`src/hw/rtl/weighted_fair_task_scheduler_core_assert.svh`:
```
// Assertion macros for the weighted fair task scheduler core.
`ifndef WEIGHTED_FAIR_TASK_SCHEDULER_CORE_ASSERT_SVH
`define WEIGHTED_FAIR_TASK_SCHEDULER_CORE_ASSERT_SVH
`ifndef SYNTHESIS
`define WFTS_ASSERT_IMP(label, clk, rst_n, a, c, msg) \
    label: assert property (@(posedge clk) disable iff (!rst_n) (a) |-> (c)) else $error(msg);
`define WFTS_ASSERT_NXT(label, clk, rst_n, a, c, msg) \
    label: assert property (@(posedge clk) disable iff (!rst_n) (a) |=> (c)) else $error(msg);
`else
`define WFTS_ASSERT_IMP(label, clk, rst_n, a, c, msg)
`define WFTS_ASSERT_NXT(label, clk, rst_n, a, c, msg)
`endif
`endif

```
`src/hw/rtl/wfts_pkg.sv`:
```
// Package with types, codes and the weight table of the scheduler.
package wfts_pkg;
    localparam int MAX_TASKS_DEF = 32;
    localparam int PRIORITY_LEVELS = 40;

    localparam logic [2:0] CMD_TICK = 3'd0;
    localparam logic [2:0] CMD_ADD = 3'd1;
    localparam logic [2:0] CMD_REMOVE = 3'd2;
    localparam logic [2:0] CMD_SETPRIO = 3'd3;
    localparam logic [2:0] CMD_YIELD = 3'd4;

    localparam logic [1:0] ST_OK = 2'd0;
    localparam logic [1:0] ST_PRIO = 2'd1;
    localparam logic [1:0] ST_EMPTY = 2'd2;
    localparam logic [1:0] ST_SLOT = 2'd3;

    localparam logic REG_PERIOD = 1'b0;
    localparam logic REG_MINSW = 1'b1;

    typedef enum logic [3:0] {
        S_IDLE, S_RDSLOT, S_DECIDE, S_CHARGE, S_MUL, S_WRRUN, S_DIV,
        S_SCAN, S_SCANEND, S_FINAL
    } state_t;

    // Request from the sequencer to the divider, and its reply.
    typedef struct packed {
        logic        start;
        logic [31:0] dividend;
        logic [8:0]  divisor;
    } div_req_t;

    typedef struct packed {
        logic        done;
        logic [31:0] quotient;
    } div_rsp_t;

    function automatic logic [14:0] weight_of(input logic [5:0] p);
        logic [14:0] w;
        case (p)
            6'd0: w = 15'd10;     6'd1: w = 15'd12;     6'd2: w = 15'd15;
            6'd3: w = 15'd18;     6'd4: w = 15'd22;     6'd5: w = 15'd27;
            6'd6: w = 15'd33;     6'd7: w = 15'd40;     6'd8: w = 15'd49;
            6'd9: w = 15'd60;     6'd10: w = 15'd73;    6'd11: w = 15'd89;
            6'd12: w = 15'd109;   6'd13: w = 15'd133;   6'd14: w = 15'd162;
            6'd15: w = 15'd197;   6'd16: w = 15'd241;   6'd17: w = 15'd294;
            6'd18: w = 15'd358;   6'd19: w = 15'd437;   6'd20: w = 15'd534;
            6'd21: w = 15'd651;   6'd22: w = 15'd794;   6'd23: w = 15'd969;
            6'd24: w = 15'd1182;  6'd25: w = 15'd1442;  6'd26: w = 15'd1759;
            6'd27: w = 15'd2146;  6'd28: w = 15'd2619;  6'd29: w = 15'd3195;
            6'd30: w = 15'd3898;  6'd31: w = 15'd4755;  6'd32: w = 15'd5801;
            6'd33: w = 15'd7077;  6'd34: w = 15'd8634;  6'd35: w = 15'd10534;
            6'd36: w = 15'd12852; 6'd37: w = 15'd15679; 6'd38: w = 15'd19128;
            default: w = 15'd23336;
        endcase
        return w;
    endfunction
endpackage

```
`src/hw/rtl/wfts_divider.sv`:
```
// Restoring serial divider, one quotient bit per cycle.
module wfts_divider
    import wfts_pkg::*;
(
    input  logic     clk,
    input  logic     rst_n,
    input  div_req_t req,
    output div_rsp_t rsp
);
    logic [31:0] quo_reg, quo_next;
    logic [8:0]  rem_reg, rem_next;
    logic [8:0]  dsr_reg, dsr_next;
    logic [5:0]  cnt_reg, cnt_next;
    logic        busy_reg, busy_next;
    logic        done_reg, done_next;
    logic [9:0]  trial;

    // One shift and trial subtract a cycle.
    always_comb
    begin
        quo_next = quo_reg;
        rem_next = rem_reg;
        dsr_next = dsr_reg;
        cnt_next = cnt_reg;
        busy_next = busy_reg;
        done_next = 1'b0;
        trial = {rem_reg, quo_reg[31]} - {1'b0, dsr_reg};
        if (req.start)
        begin
            quo_next = req.dividend;
            rem_next = '0;
            dsr_next = req.divisor;
            cnt_next = 6'd32;
            busy_next = 1'b1;
        end
        else if (busy_reg)
        begin
            if (!trial[9])
            begin
                rem_next = trial[8:0];
                quo_next = {quo_reg[30:0], 1'b1};
            end
            else
            begin
                rem_next = {rem_reg[7:0], quo_reg[31]};
                quo_next = {quo_reg[30:0], 1'b0};
            end
            cnt_next = cnt_reg - 6'd1;
            if (cnt_reg == 6'd1)
            begin
                busy_next = 1'b0;
                done_next = 1'b1;
            end
        end
    end

    always_ff @(posedge clk or negedge rst_n)
    begin
        if (!rst_n)
        begin
            busy_reg <= 1'b0;
            done_reg <= 1'b0;
            cnt_reg <= '0;
        end
        else
        begin
            busy_reg <= busy_next;
            done_reg <= done_next;
            cnt_reg <= cnt_next;
        end
    end

    always_ff @(posedge clk)
    begin
        quo_reg <= quo_next;
        rem_reg <= rem_next;
        dsr_reg <= dsr_next;
    end

    assign rsp.done = done_reg;
    assign rsp.quotient = quo_reg;
endmodule

```
`config.mk`:
```
export PLATFORM = sky130hd
export DESIGN_NAME = wfts_divider
export DESIGN_NICKNAME = d
export VERILOG_FILES = /design/src/hw/rtl/weighted_fair_task_scheduler_core_assert.svh /design/src/hw/rtl/wfts_pkg.sv /design/src/hw/rtl/wfts_divider.sv
export SDC_FILE = /design/constraint.sdc
export NUM_CORES = 1
export LEC_CHECK = 0
export ABC_CLOCK_PERIOD_IN_PS = 3500
export BUFFER_PORTS_ARGS = -buffer_cell sky130_fd_sc_hd__buf_2
export CORE_MARGIN = 5
export CORE_UTILIZATION = 38
export CTS_BUF_LIST = sky130_fd_sc_hd__clkbuf_8
export CTS_CLUSTER_SIZE = 14
export DETAILED_ROUTE_END_ITERATION = 8
export PLACE_DENSITY = 0.61
export SYNTH_ARGS = -nofsm -noshare
export SYNTH_HDL_FRONTEND = slang
export SYNTH_SLANG_ARGS = --single-unit
```
`constraint.sdc`:
```
create_clock -name clk -period 3.5 [get_ports clk]
set_clock_uncertainty 0.2 [all_clocks]
set_input_delay 0.175 -clock clk [delete_from_list [all_inputs] [get_ports clk]]
set_output_delay 0.175 -clock clk [all_outputs]
set_load 0.05 [all_outputs]
```
==> reports/results.ini <==
[timing]
fin_crit_sh_pct = 84.4
setup_viol = 0
hold_viol = 0
drv_slew = 0
rsz0062_at_grt = no
tightest_slew_ns = 0.820
fin_hold_ws_ns = 0.0209
relSlewSlack_pct = 45.3
min_period_ns = 2.96
fin_ws_ns = 0.545
timing.fmax_mhz = 338
finalSetupTns_ns = 0

[clocking]
clock_path_buffers = 2
insertion_delay_ns = 0.33
cts_resized = 0
cts_tree = done
clkSinkCount = 58
root_buffer = clkbuf_8
clk_pin_slew_ns = 0.07
ctsHtreeMaxLevel = 3
cts_setup_buffers = 0
cts_hold_buf = 42
cts_made_buffers = 9

[pwr]
power.density_nw_per_um2 = 551
seqPwrFrac_pct = 43.3
ir_drop_v = 0.000304
p_clk_share_pct = 22.5
p_leak_nw = 1.72
p_sw_mw = 0.790
switching_share_pct = 36.1
intPower_mw = 1.40
power_frac_comb_pct = 34.3

[worst_setup_path]
reg2reg_from = dsr_reg[1]
worstSetupEndpointType = flop
startpoint_type = flop
cp_slowest_cell = or4b_1
criticalPathCategory = flop to flop
reg2reg_slack_ns = 0.54
max_stage_delay_ns = 0.66
cp_max_fo = 8
worstPathRequired_ns = 3.38
ff2ff_path_depth = 8
reg2reg_to = quo_reg[0]
path_cells = inv_1 > ha_1 > nor2b_1 > o2111a_2 > or4b_1 > nand3_1 > nand2_1 > mux2_2
critical_path_arrival_ns = 2.83

[logic_synthesis]
synth_cells = 238
synth_ff_type = edfxtp_1
synth-simple-area-share_pct = 9.95
synth-compound-area-share_pct = 11.0
synth_top_family_by_area = multiplexers
synth_area_um2 = 2930
yosysTopAreaCellShare_pct = 42.0
synthMuxAreaShare_pct = 12.3
yosysWarnings = 0
synth_top_cell_by_area = edfxtp_1
synthAdderAreaFrac_pct = 5.38
yosysSeqAreaShare_pct = 55.0
synthesis.nets = 294
ys_types = 48
async_reset_ff_share_pct = 13.8
yosys_register_bits = 58
synth_edf_count = 41
synth_area_per_cell_um2 = 12.3
synth.area.top_cells = edfxtp_1, mux2_2, dfrtp_1, dfxtp_1, ha_1
synth_xor_area_share_pct = 2.39

[grt]
grt_pass1_vias = 2449
grtUsageTotal_pct = 14.6
gr-total-overflow = 0
grt_max_degree = 38
grt_pass1_wl_um = 11400
antenna_found_initial = 0

[drt]
ant_nets = 0
routedWlPerCell_um = 14.5
dr.pass1.iters = 4
via_per_inst = 4.94
drtIter0Drc = 126
drc_errors = 0
dr_total_vias = 2292
wl_um = 6710

[finish]
largest_reg_flops = 32
nets = 413
fin_area_um2 = 3970
antennaDiodeCount = 0
drive_gt1_share_pct = 35.6
nFillCells = 673
area_growth_pct = 35.6

[die]
std_cell_rows = 32
core_area_um2 = 7610
die_x_um = 97.8
die_h_um = 97.8
start_util_pct = 38.5
dieArea_um2 = 9570
ios = 77

[placed_design]
place.gp.congestion = 0.837
placed_area_um2 = 3400
dp_hpwl_um = 4360
numPortBuffers = 76
pre_cts_ws_ns = 0.572

[min_path]
hp-class = primary input to asynchronous set/reset pin

[run_status]
outcome = finished, final reports clean

[job]
maxCapViolCount = 0

==> power groups by stage <==
stage / combinational [mW] / clock [mW] / sequential [mW]
final: 0.750 / 0.491 / 0.947
after global routing: 0.821 / 0.550 / 0.965
after CTS: 0.748 / 0.511 / 0.948
after detailed placement: 0.710 / 0 / 0.957
after global placement: 0.702 / 0 / 0.961
after floorplan: 0.395 / 0 / 1.13
==> cell usage in the layout (no fill, tap or decap), types with 8 or more instances in the layout <==
master and instances:
buf_2 76, nand3_1 8, edfxtp_1 41, mux2_2 32, o21ai_0 10, nand2_1 9
nor2_1 19, dfrtp_1 8, clkbuf_8 9, inv_1 20, dfxtp_1 9, ha_1 11
dlygate4sd3_1 42
==> per-stage QoR <==
| step | utilization (%) | power [mW] | instances |
|---|---|---|---|
| after floorplan | - | 1.53 | 238 |
| after global placement | 44.7 | 1.66 | 406 |
| after detailed placement | 44.7 | 1.67 | 406 |
| after CTS | 52.2 | 2.21 | 464 |
| after global routing | 52.2 | 2.34 | 464 |
| final | 52.2 | 2.19 | 464 |
==> final cells by class <==
type	count	area, µm²	area share (%)
multi-input cells	152	1200	30.3
clock inverters	7	32.5	0.819
clock buffers	9	124	3.12
inverters	16	60.1	1.51
repair buffers	120	816	20.5
well taps	102	128	3.21
flip-flops and latches	58	1610	40.6
==> how the worst max path moves through the flow <==
stage                     start         end  slack [ns]
finish               dsr_reg[1]  quo_reg[0]        0.54
global route         dsr_reg[6]  rem_reg[6]        0.43
global placement     dsr_reg[1]  quo_reg[0]        0.61
detailed placement   dsr_reg[1]  quo_reg[0]        0.57
floorplan           quo_reg[31]  rem_reg[6]        0.61
CTS                  dsr_reg[1]  quo_reg[0]        0.54
==> Yosys cell counts (all sizes together), types with 2 or more instances <==
cell type  number
o311ai          4
mux2           32
o31ai           2
nand2           9
nor2b           2
a311oi          5
nand3           8
o21a            3
buf             2
dfrtp           8
a211oi          4
inv            16
edfxtp         41
a21o            2
o21ai          10
nor3            2
or3             2
clkbuf         10
dfxtp           9
nor3b           2
xnor2           6
nand3b          2
nor2           19
and3            5
xor2            2
a21oi           5
ha             11
==> kinds of logic after synthesis <==
kind of cell / after synthesis
AO/OA/AOI/OAI: 43
flip-flops: 58
buffers and inverters: 28
adder cells (fa/ha/maj): 12
XOR/XNOR: 8
multiplexers: 32
AND/OR/NAND/NOR: 57
==> worst max-delay path, delay by kind of cell (launching register included) <==
family	cells	cell delay (ns)
and+or+nand+nor	4	1.26
DFF	1	0.41
muxes	1	0.28
AOI/OAI and AO/OA	1	0.26
adders and majority gates	1	0.21
buffers and inverters	1	0.07
==> metal layers <==
| metal | GRT usage [%] | up-vias | share of wire [%] |
|---|---|---|---|
| met5 | 0 | - | 0 |
| met3 | 6.29 | 10 | 7.7 |
| met2 | 23.8 | 71 | 47 |
| met4 | 4.90 | 0 | 1.2 |
| met1 | 17.4 | 1086 | 44 |
| li1 | - | 1125 | - |
Note: power is estimated with default switching activity, not from simulation.
